===== src/sv/mppa_pkg.sv =====
// Shared constants, types and state codes of the modular power product accumulator.
package mppa_pkg;

    // Field widths
    localparam int BASE_W    = 31;
    localparam int EXPIN_W   = 32;
    localparam int PROD_W    = 30;

    // Digit-serial multiplier: two multiplier bits per cycle, most significant first
    localparam int DIGIT_W    = 2;
    localparam int NUM_DIGITS = PROD_W / DIGIT_W;
    localparam int DCNT_W     = $clog2(NUM_DIGITS);
    localparam logic [DCNT_W-1:0] DCNT_ONE  = DCNT_W'(1);
    localparam logic [DCNT_W-1:0] DCNT_LAST = DCNT_W'(NUM_DIGITS - 1);

    // Partial sum 4*p + 3*a stays below 7*P, which fits in 33 bits
    localparam int EXT_W    = PROD_W + 3;
    localparam int MAX_FOLD = 6;

    localparam logic [PROD_W-1:0] MODULUS  = PROD_W'(1000000007);
    localparam logic [PROD_W-1:0] PROD_ONE = PROD_W'(1);

    // Multiples of the prime, used to fold a partial sum back below the prime
    localparam logic [EXT_W-1:0] MOD_MULT [MAX_FOLD] = '{
        33'd1000000007,
        33'd2000000014,
        33'd3000000021,
        33'd4000000028,
        33'd5000000035,
        33'd6000000042
    };

    // Multiples of the prime for folding a raw base
    localparam logic [BASE_W-1:0] MOD_BASE1 = 31'd1000000007;
    localparam logic [BASE_W-1:0] MOD_BASE2 = 31'd2000000014;

    // Sequencer states, one-hot
    typedef enum logic [2:0] {
        ST_IDLE = 3'b001,
        ST_EVAL = 3'b010,
        ST_MUL  = 3'b100
    } state_t;

endpackage


===== src/sv/modular_power_product_accumulator_unit.sv =====
// Top level: running product times base to the exponent, modulo 1000000007, digit serial.
// An accepted request runs, per exponent bit up to its highest set bit (at most EXP_WIDTH
//   bits), one check state and the 2-bit digit loop of the paired modular multipliers
//   (15 digits); a last check loads the result register once the previous result is taken.
//   A new request is taken only after that, when the unit is back in idle.
// Reset: synchronous, active low; clears the handshake state and sets the product to 1.
module modular_power_product_accumulator_unit #(
    parameter int EXP_WIDTH = 32
) (
    input  logic                          aclk,
    input  logic                          aresetn,
    input  logic                          s_valid,
    output logic                          s_ready,
    input  logic [mppa_pkg::BASE_W-1:0]   s_base,
    input  logic [mppa_pkg::EXPIN_W-1:0]  s_exponent,
    input  logic                          s_restart,
    output logic                          m_valid,
    input  logic                          m_ready,
    output logic [mppa_pkg::PROD_W-1:0]   m_product
);

    localparam int PW = mppa_pkg::PROD_W;

    // Fold a raw base (below three times the prime) into range
    function automatic logic [PW-1:0] reduce_base(input logic [mppa_pkg::BASE_W-1:0] b);
        logic [mppa_pkg::BASE_W-1:0] r;
        r = b;
        if (b >= mppa_pkg::MOD_BASE2) begin
            r = b - mppa_pkg::MOD_BASE2;
        end else if (b >= mppa_pkg::MOD_BASE1) begin
            r = b - mppa_pkg::MOD_BASE1;
        end
        return r[PW-1:0];
    endfunction

    // One digit of an interleaved modular multiply: (4*p + d*a) mod P
    function automatic logic [PW-1:0] digit_step(
        input logic [PW-1:0]                  p,
        input logic [PW-1:0]                  a,
        input logic [mppa_pkg::DIGIT_W-1:0]   d
    );
        logic [mppa_pkg::EXT_W-1:0] t;
        logic [mppa_pkg::EXT_W-1:0] r;
        t = {1'b0, p, 2'b00};
        if (d[1]) begin
            t = t + {2'b00, a, 1'b0};
        end
        if (d[0]) begin
            t = t + {3'b000, a};
        end
        r = t;
        for (int k = 0; k < mppa_pkg::MAX_FOLD; k++) begin
            if (t >= mppa_pkg::MOD_MULT[k]) begin
                r = t - mppa_pkg::MOD_MULT[k];
            end
        end
        return r[PW-1:0];
    endfunction

    mppa_pkg::state_t state_reg, state_next;

    logic [PW-1:0]                 acc_reg, acc_next;
    logic [PW-1:0]                 base_reg, base_next;
    logic [EXP_WIDTH-1:0]          exp_reg, exp_next;
    logic [PW-1:0]                 mul_sr_reg, mul_sr_next;
    logic [PW-1:0]                 pa_reg, pa_next;
    logic [PW-1:0]                 pb_reg, pb_next;
    logic [mppa_pkg::DCNT_W-1:0]   dcnt_reg, dcnt_next;
    logic                          m_valid_reg, m_valid_next;
    logic [PW-1:0]                 m_product_reg, m_product_next;

    logic [EXP_WIDTH-1:0]          exp_in;
    logic [mppa_pkg::DIGIT_W-1:0]  digit;
    logic [PW-1:0]                 pa_step;
    logic [PW-1:0]                 pb_step;
    logic                          publish;

    // Keep only the exponent bits that take part
    generate
        if (EXP_WIDTH <= mppa_pkg::EXPIN_W) begin : g_exp_narrow
            assign exp_in = s_exponent[EXP_WIDTH-1:0];
        end else begin : g_exp_wide
            assign exp_in = {{(EXP_WIDTH - mppa_pkg::EXPIN_W){1'b0}}, s_exponent};
        end
    endgenerate

    // Both multipliers share the base as multiplier: acc*base and base*base
    assign digit   = mul_sr_reg[PW-1 -: mppa_pkg::DIGIT_W];
    assign pa_step = digit_step(pa_reg, acc_reg, digit);
    assign pb_step = digit_step(pb_reg, base_reg, digit);

    // Sequence the square-and-multiply steps
    always_comb begin
        state_next     = state_reg;
        acc_next       = acc_reg;
        base_next      = base_reg;
        exp_next       = exp_reg;
        mul_sr_next    = mul_sr_reg;
        pa_next        = pa_reg;
        pb_next        = pb_reg;
        dcnt_next      = dcnt_reg;
        m_product_next = m_product_reg;
        publish        = 1'b0;
        unique case (state_reg)
            mppa_pkg::ST_IDLE: begin
                if (s_valid) begin
                    if (s_restart) begin
                        acc_next = mppa_pkg::PROD_ONE;
                    end
                    base_next  = reduce_base(s_base);
                    exp_next   = exp_in;
                    state_next = mppa_pkg::ST_EVAL;
                end
            end
            mppa_pkg::ST_EVAL: begin
                if (exp_reg == '0) begin
                    if (!m_valid_reg || m_ready) begin
                        m_product_next = acc_reg;
                        publish        = 1'b1;
                        state_next     = mppa_pkg::ST_IDLE;
                    end
                end else begin
                    mul_sr_next = base_reg;
                    pa_next     = '0;
                    pb_next     = '0;
                    dcnt_next   = '0;
                    state_next  = mppa_pkg::ST_MUL;
                end
            end
            mppa_pkg::ST_MUL: begin
                pa_next     = pa_step;
                pb_next     = pb_step;
                mul_sr_next = {mul_sr_reg[PW-mppa_pkg::DIGIT_W-1:0],
                               {mppa_pkg::DIGIT_W{1'b0}}};
                dcnt_next   = dcnt_reg + mppa_pkg::DCNT_ONE;
                if (dcnt_reg == mppa_pkg::DCNT_LAST) begin
                    if (exp_reg[0]) begin
                        acc_next = pa_step;
                    end
                    base_next  = pb_step;
                    exp_next   = exp_reg >> 1;
                    state_next = mppa_pkg::ST_EVAL;
                end
            end
            default: begin
                state_next = mppa_pkg::ST_IDLE;
            end
        endcase
    end

    // Hold a result until it is taken
    always_comb begin
        priority if (publish) begin
            m_valid_next = 1'b1;
        end else if (m_ready) begin
            m_valid_next = 1'b0;
        end else begin
            m_valid_next = m_valid_reg;
        end
    end

    // Control registers
    always_ff @(posedge aclk) begin
        if (!aresetn) begin
            state_reg   <= mppa_pkg::ST_IDLE;
            acc_reg     <= mppa_pkg::PROD_ONE;
            m_valid_reg <= 1'b0;
        end else begin
            state_reg   <= state_next;
            acc_reg     <= acc_next;
            m_valid_reg <= m_valid_next;
        end
    end

    // Datapath registers
    always_ff @(posedge aclk) begin
        base_reg      <= base_next;
        exp_reg       <= exp_next;
        mul_sr_reg    <= mul_sr_next;
        pa_reg        <= pa_next;
        pb_reg        <= pb_next;
        dcnt_reg      <= dcnt_next;
        m_product_reg <= m_product_next;
    end

    assign s_ready   = (state_reg == mppa_pkg::ST_IDLE);
    assign m_valid   = m_valid_reg;
    assign m_product = m_product_reg;

endmodule


===== config.mk =====
export PLATFORM = sky130hd
export DESIGN_NAME = modular_power_product_accumulator_unit
export DESIGN_NICKNAME = d
export VERILOG_FILES = /design/src/sv/mppa_pkg.sv /design/src/sv/modular_power_product_accumulator_unit.sv
export SDC_FILE = /design/constraint.sdc
export NUM_CORES = 1
export LEC_CHECK = 0
export BUFFER_PORTS_ARGS = -buffer_cell sky130_fd_sc_hd__buf_2
export CELL_PAD_IN_SITES_DETAIL_PLACEMENT = 0
export CELL_PAD_IN_SITES_GLOBAL_PLACEMENT = 2
export CORE_ASPECT_RATIO = 1.75
export CORE_MARGIN = 2
export CORE_UTILIZATION = 35
export CTS_BUF_LIST = sky130_fd_sc_hd__clkbuf_4 sky130_fd_sc_hd__clkbuf_8
export DETAILED_ROUTE_END_ITERATION = 8
export PLACE_DENSITY = 0.85
export SETUP_SLACK_MARGIN = 0.4
export SLEW_MARGIN = 30
export SYNTH_ARGS = -nofsm -noshare
export SYNTH_HDL_FRONTEND = slang
export SYNTH_SLANG_ARGS = --single-unit

===== constraint.sdc =====
create_clock -name aclk -period 8.2 [get_ports aclk]
set_clock_uncertainty 0.2 [all_clocks]
set_input_delay 0.82 -clock aclk [delete_from_list [all_inputs] [get_ports aclk]]
set_output_delay 0.82 -clock aclk [all_outputs]
set_load 0.05 [all_outputs]

==> run metrics, run 1 <==
share of layout cells above drive strength 1 22.4%; initial antenna violation count 3; Post-Synth Simple-Gate Area 26.7%; part of the power in registers 24.3%; worst slew pin tran 1.04 ns; Clock power frac 24.4%; Post-synth ARST share 0%; row cnt 138; Worst Setup Start Kind register; vias in the first global route 34400; DRC 0; setup repair after global routing missed its margin yes; Slowest-stage cell, CP ha_1; die area 0.0838 sq mm; Post-synth EDFFs 186; final count of hold timing violations 0; Int Pwr 3.03 mW; arrival time worst endpoint 7.91 ns; mux share of post-synthesis cell area 2.30%; via count 34300; max reg flops 32; worst r2r src base_reg[1]; fmax 129 MHz; clock sink count 220; worst min-delay path category in -> reg; CTS Buf Count 40; Max VDD drop 96.5 uV; vias per std cell 6.35; Crit. End Element register; Layout Utilization 43.9%; Placer Congestion 1.01; Syn Nets 4062; CORE AREA 0.0808 sq mm; kind of critical path reg -> reg; clock slew at reported path FFs 0.06 ns; Relative slew margins 30.4%; flops & latches, synth 220; drt pass-1 iters 5; final WL 154 mm; Final HPWL DP 122 mm; xor/xnor cell area share of the yosys netlist 4.15%; CP required 8.33 ns; drt wl/cell 28.4 um; Syn Area/Cell 7.42 sq um; post-synthesis cell area 0.0285 sq mm; Synth Area in Adders 6.86%; fin nets 4545; Starting Density 35.3%; Hold Startpoint aresetn; register area share after synthesis 22.0%; Port-buffer cells 99; Cells after Synth 3840; Slew Limit Fails 0; Chip Width 220 um; Comb power frac 51.3%; Leak 14.1 nW; status finished, final reports clean; commonest non-fill, non-tap cell in the layout buf_4; Routed Antenna Nets 0; cell mode on critical path buf_4; Maximum Capacitance Violations 0; CTS tree done; clock period minus worst slack 7.77 ns; final worst-path cycle share 94.8%; most frequent cells in the layout 555 x buf_4, 536 x nand2_1, 305 x nor2_1, 267 x a21oi_1, 236 x o21ai_0; IO Count 100; switching power 2.28 mW; CP Launch Point base_reg[1]; complex-gate fraction of the synthesized area 33.4%; Post-Place Setup Slack 0.0260 ns; count of cell types in the netlist 109; Setup WS post-layout 0.428 ns; Main synth FF type edfxtp_1; Root Driver clkbuf_8; synth warn 0; Sw Share 42.9%; grt total ovfl 0; first-pass GRT wire length 221 mm; largest net degree at the start of global routing 116; Total Routing Usage GR 35.5%; PwrDens 150 mW/mm^2; Iteration-0 DRC Markers 2712; Setup Viol. Count Final 0; cts hold-fix bufs 0; main combinational cell family by area after synthesis compound AO/OA/AOI/OAI gates; worst hold slack 0.231 ns; Clock Latency Late Sink 0.65 ns; deepest clock path buffer count 3; Die Y 382 um; crit path max fanout 7; H-Tree Depth 2; area grow syn2layout 24.4%; CP max stage delay 0.47 ns
-- power groups by stage --
stage	Clock (mW)	Sequential, mW	Combinational (mW)
3_3_place_gp	0	1.31	2.60
5_1_grt	1.34	1.29	2.86
3_5_place_dp	0	1.31	2.58
6_report	1.29	1.29	2.72
2_1_floorplan	0	1.30	1.43
4_1_cts	1.32	1.29	2.60
-- timing repair --
action | 4_1_cts | 5_1_grt
endpoints found under the setup margin | 74 | 119
gates resized for setup | 20 | 117
setup buffers | 2 | 11
pin swaps | 3 | 18
-- layout make-up --
class	instances	area, sq um
antenna	1	2.50
clock buffer	50	644
clock inverter	22	264
fill	8492	45400
inverter	90	338
multi-input combinational	3294	21500
sequential	220	6270
tap	1050	1310
timing repair buffer	677	5100
-- metrics by stage --
| step | cell area, sq um | instances | power, mW | setup TNS (ns) |
|---|---|---|---|---|
| 6_report | 35500 | 5404 | 5.31 | 0 |
| 5_1_grt | 35500 | 5404 | 5.49 | 0 |
| 3_3_place_gp | 33900 | 5318 | 3.91 | -0.0651 |
| 4_1_cts | 34900 | 5392 | 5.21 | 0 |
| 3_5_place_dp | 33900 | 5318 | 3.89 | 0 |
| 2_1_floorplan | 28500 | 3840 | 2.73 | 0 |
-- synthesized netlist by cell type (all sizes together), types with 74 or more instances --
cell type / number / area [sq um]
nand2: 539 / 2020
nor2: 309 / 1160
o21ai: 289 / 1450
a21oi: 286 / 1440
edfxtp: 186 / 5590
clkbuf: 162 / 609
ha: 150 / 1880
nor3: 128 / 656
nand3: 126 / 631
xnor2: 102 / 893
inv: 90 / 338
buf: 74 / 375
-- routing by layer --
metal | routed length [um] | up-vias | track usage, %
met2 | 80300 | 1459 | 66.1
met3 | 6480 | 639 | 3.56
li1 | - | 15700 | -
met1 | 49700 | 16500 | 33.1
met5 | 0 | - | 0
met4 | 17200 | 0 | 33.3
-- final timing paths --
check / slack (ns) / depth (start not counted) / endpoint
min: 0.23 / 2 / state_reg[0]
max: 0.43 / 31 / base_reg[19]
max reg2reg: 0.43 / 31 / base_reg[19]
min reg2reg: 0.31 / 0 / m_product[5]
-- worst max-delay path, delay by kind of cell (launching register included) --
family                   cells  cell delay [ns]
AO/OA/AOI/OAI                6             1.12
XOR/XNOR                     2             0.40
adder cells (fa/ha/maj)      3             1.07
buffers and inverters        9             1.53
flip-flops                   1             0.42
multiplexers                 1             0.36
AND/OR/NAND/NOR             10             2.35
-- kinds of logic after synthesis --
group,count (synthesis)
AOI/OAI and AO/OA,1382
xor gates and xnor gates,135
adders and majority gates,154
buffers and inverters,326
DFF,220
muxes,62
and+or+nand+nor,1561
No activity file was read; power rests on OpenSTA's default activity.
==> inputs of run 2 (changes only) <==
--- a/config.mk
+++ b/config.mk
@@ -10,10 +10,11 @@
 export CELL_PAD_IN_SITES_GLOBAL_PLACEMENT = 2
 export CORE_ASPECT_RATIO = 1.75
 export CORE_MARGIN = 2
-export CORE_UTILIZATION = 35
+export CORE_UTILIZATION = 39
 export CTS_BUF_LIST = sky130_fd_sc_hd__clkbuf_4 sky130_fd_sc_hd__clkbuf_8
+export CTS_CLUSTER_SIZE = 28
 export DETAILED_ROUTE_END_ITERATION = 8
-export PLACE_DENSITY = 0.85
+export PLACE_DENSITY = 0.89
 export SETUP_SLACK_MARGIN = 0.4
 export SLEW_MARGIN = 30
 export SYNTH_ARGS = -nofsm -noshare
==> constraint.sdc (replaced) <==
create_clock -name aclk -period 8.9 [get_ports aclk]
set_clock_uncertainty 0.2 [all_clocks]
set_input_delay 0.445 -clock aclk [delete_from_list [all_inputs] [get_ports aclk]]
set_output_delay 0.445 -clock aclk [all_outputs]
set_load 0.05 [all_outputs]
==> run 2 against run 1 <==
  * Register-to-register slack improved by 0.22 ns
  * Critical path depth is 4 lower
  * Total power is 13% lower
  * Highest routed layer is now met5
  * Sequential share of layout area up 1.3 points
  * First-iteration DRC count is 9.8% higher
  * Clock power down 9%
  * Final cell count shrank 6.6%
==> run metrics, run 2 (same netlist as run 1, synthesis figures left out) <==
status finished, final reports clean; Chip Width 208 um; CP required 9.05 ns; final count of hold timing violations 0; Relative slew margins 24.3%; Worst Setup Start Kind register; GR peak layer met2; worst min-delay path category in -> reg; clock slew at reported path FFs 0.08 ns; CTS tree done; Setup TNS Final 0 ns; Placer Congestion 1.02; Setup Viol. Count Final 0; Max VDD drop 97.2 uV; Total Routing Usage GR 38.6%; via count 33500; max reg flops 32; drt pass-1 iters 6; initial antenna violation count 3; worst slew pin tran 1.13 ns; routing usage on met3 4.74%; IO Count 100; Slew Limit Fails 0; final worst-path cycle share 92.7%; vias in the first global route 33800; area grow syn2layout 16.1%; Final HPWL DP 119 mm; Starting Density 39.3%; die area 0.0754 sq mm; fin nets 4302; row cnt 131; met2 Use GR 71.5%; Crit. End Element register; share of layout cells above drive strength 1 15.3%; kind of critical path reg -> reg; Routed Antenna Nets 0; final WL 151 mm; first-pass GRT wire length 217 mm; Die Y 362 um; grt total ovfl 0; filler cell count 7503; commonest non-fill, non-tap cell in the layout nand2_1; setup repair after global routing missed its margin no; drt wl/cell 29.8 um; fin cells 5045; Iteration-0 DRC Markers 2979; Root Driver clkbuf_8; Leak 12.9 nW; vias per std cell 6.64; Port-buffer cells 99; CORE AREA 0.0726 sq mm; fmax 121 MHz; Maximum Capacitance Violations 0; crit path max fanout 12; most frequent cells in the layout 538 x nand2_1, 306 x nor2_1, 287 x buf_4, 279 x a21oi_1, 251 x o21ai_0; largest net degree at the start of global routing 64; H-Tree Depth 2; Clock Latency Late Sink 0.64 ns; clock period minus worst slack 8.25 ns; deepest clock path buffer count 3; arrival time worst endpoint 8.41 ns; DP Cell Count 4932; clock sink count 220; PwrDens 139 mW/mm^2; met1 usage 35.2%; DRC 0; CTS Buf Count 39
-- run 2: changes by cell type in the layout (fill, tap and decap cells not counted), moves of 10 or more --
| cell | delta |
|---|---|
| dlygate4sd3_1 | +34 |
| o21ai_0 | +15 |
| a21oi_2 | -13 |
| a21oi_1 | +12 |
| o21ai_1 | -10 |
| buf_4 | -268 |
-- run 2: through the flow --
| step | cell area, sq um | hold slack (ns) | utilization, % | setup slack [ns] | total power [mW] |
|---|---|---|---|---|---|
| after floorplan | 28500 | 0.258 | - | 1.31 | 2.52 |
| after global placement | 31600 | 0.290 | 43.5 | 0.473 | 3.38 |
| after detailed placement | 31600 | 0.296 | 43.6 | 0.431 | 3.35 |
| after CTS | 32900 | 0.0846 | 45.3 | 0.530 | 4.54 |
| after global routing | 33100 | 0.162 | 45.6 | 0.417 | 4.77 |
| final | 33100 | 0.134 | 45.6 | 0.647 | 4.60 |
-- run 2: cell type report --
| type | count | area (sq um) | area share [%] |
|---|---|---|---|
| Timing Repair Buffer | 435 | 3280 | 9.90 |
| Sequential cell | 220 | 6270 | 18.9 |
| Clock buffer | 55 | 713 | 2.16 |
| Tap cell | 931 | 1160 | 3.52 |
| Clock inverter | 17 | 194 | 0.586 |
| Antenna cell | 3 | 7.51 | 0.0227 |
| Inverter | 90 | 338 | 1.02 |
| Multi-Input combinational cell | 3294 | 21100 | 63.9 |
-- run 2: routing by layer --
metal	share of wire (%)	up-vias	routed length [um]
met2	51	1466	76600
li1	-	15200	-
met1	32	16100	48200
met3	4.6	687	6870
met5	0.011	-	16
met4	13	2	18800
-- run 2: power breakdown --
group	internal (mW)	switching [mW]	total, mW
clock network	0.638	0.533	1.17
registers	1.16	0.0300	1.19
logic	0.784	1.46	2.25
-- run 2: path summary, 6_finish.rpt --
path / cells after the start / startpoint / endpoint / slack (ns)
setup / recovery: 27 / pa_reg[11] / pa_reg[25] / 0.65
hold / removal: 6 / s_valid / state_reg[0] / 0.13
setup reg to reg: 27 / pa_reg[11] / pa_reg[25] / 0.65
hold reg to reg: 2 / mul_sr_reg[21] / mul_sr_reg[23] / 0.30
-- run 2: worst max-delay path, cell delays in order (launching register included) --
cell and delay, ns:
edfxtp_1 0.47, ha_1 0.54, nand4_1 0.13, buf_4 0.19
nor2_1 0.24, nand3_1 0.28, and4_1 0.31, o31a_1 0.36
inv_1 0.14, ha_1 0.31, a21oi_1 0.28, o21ai_0 0.27
nor4_1 0.56, buf_4 0.21, a31oi_1 0.13, xnor2_1 0.21
a21oi_1 0.43, nand3b_1 0.21, a2111oi_0 0.70, o21a_1 0.30
o311ai_2 0.12, buf_4 0.19, buf_4 0.22, o221a_2 0.30
o22ai_1 0.25, xnor2_1 0.20, buf_4 0.16, nor2_1 0.04
-- run 2: timing repair --
item / 4_1_cts / 5_1_grt
endpoints found under the hold margin: 36 / 0
gates cloned: 0 / 0
buffers inserted: 0 / 2
endpoints found under the setup margin: 2 / 77
pin swaps: 0 / 1
hold buffers: 34 / 0
gates resized for setup: 1 / 29
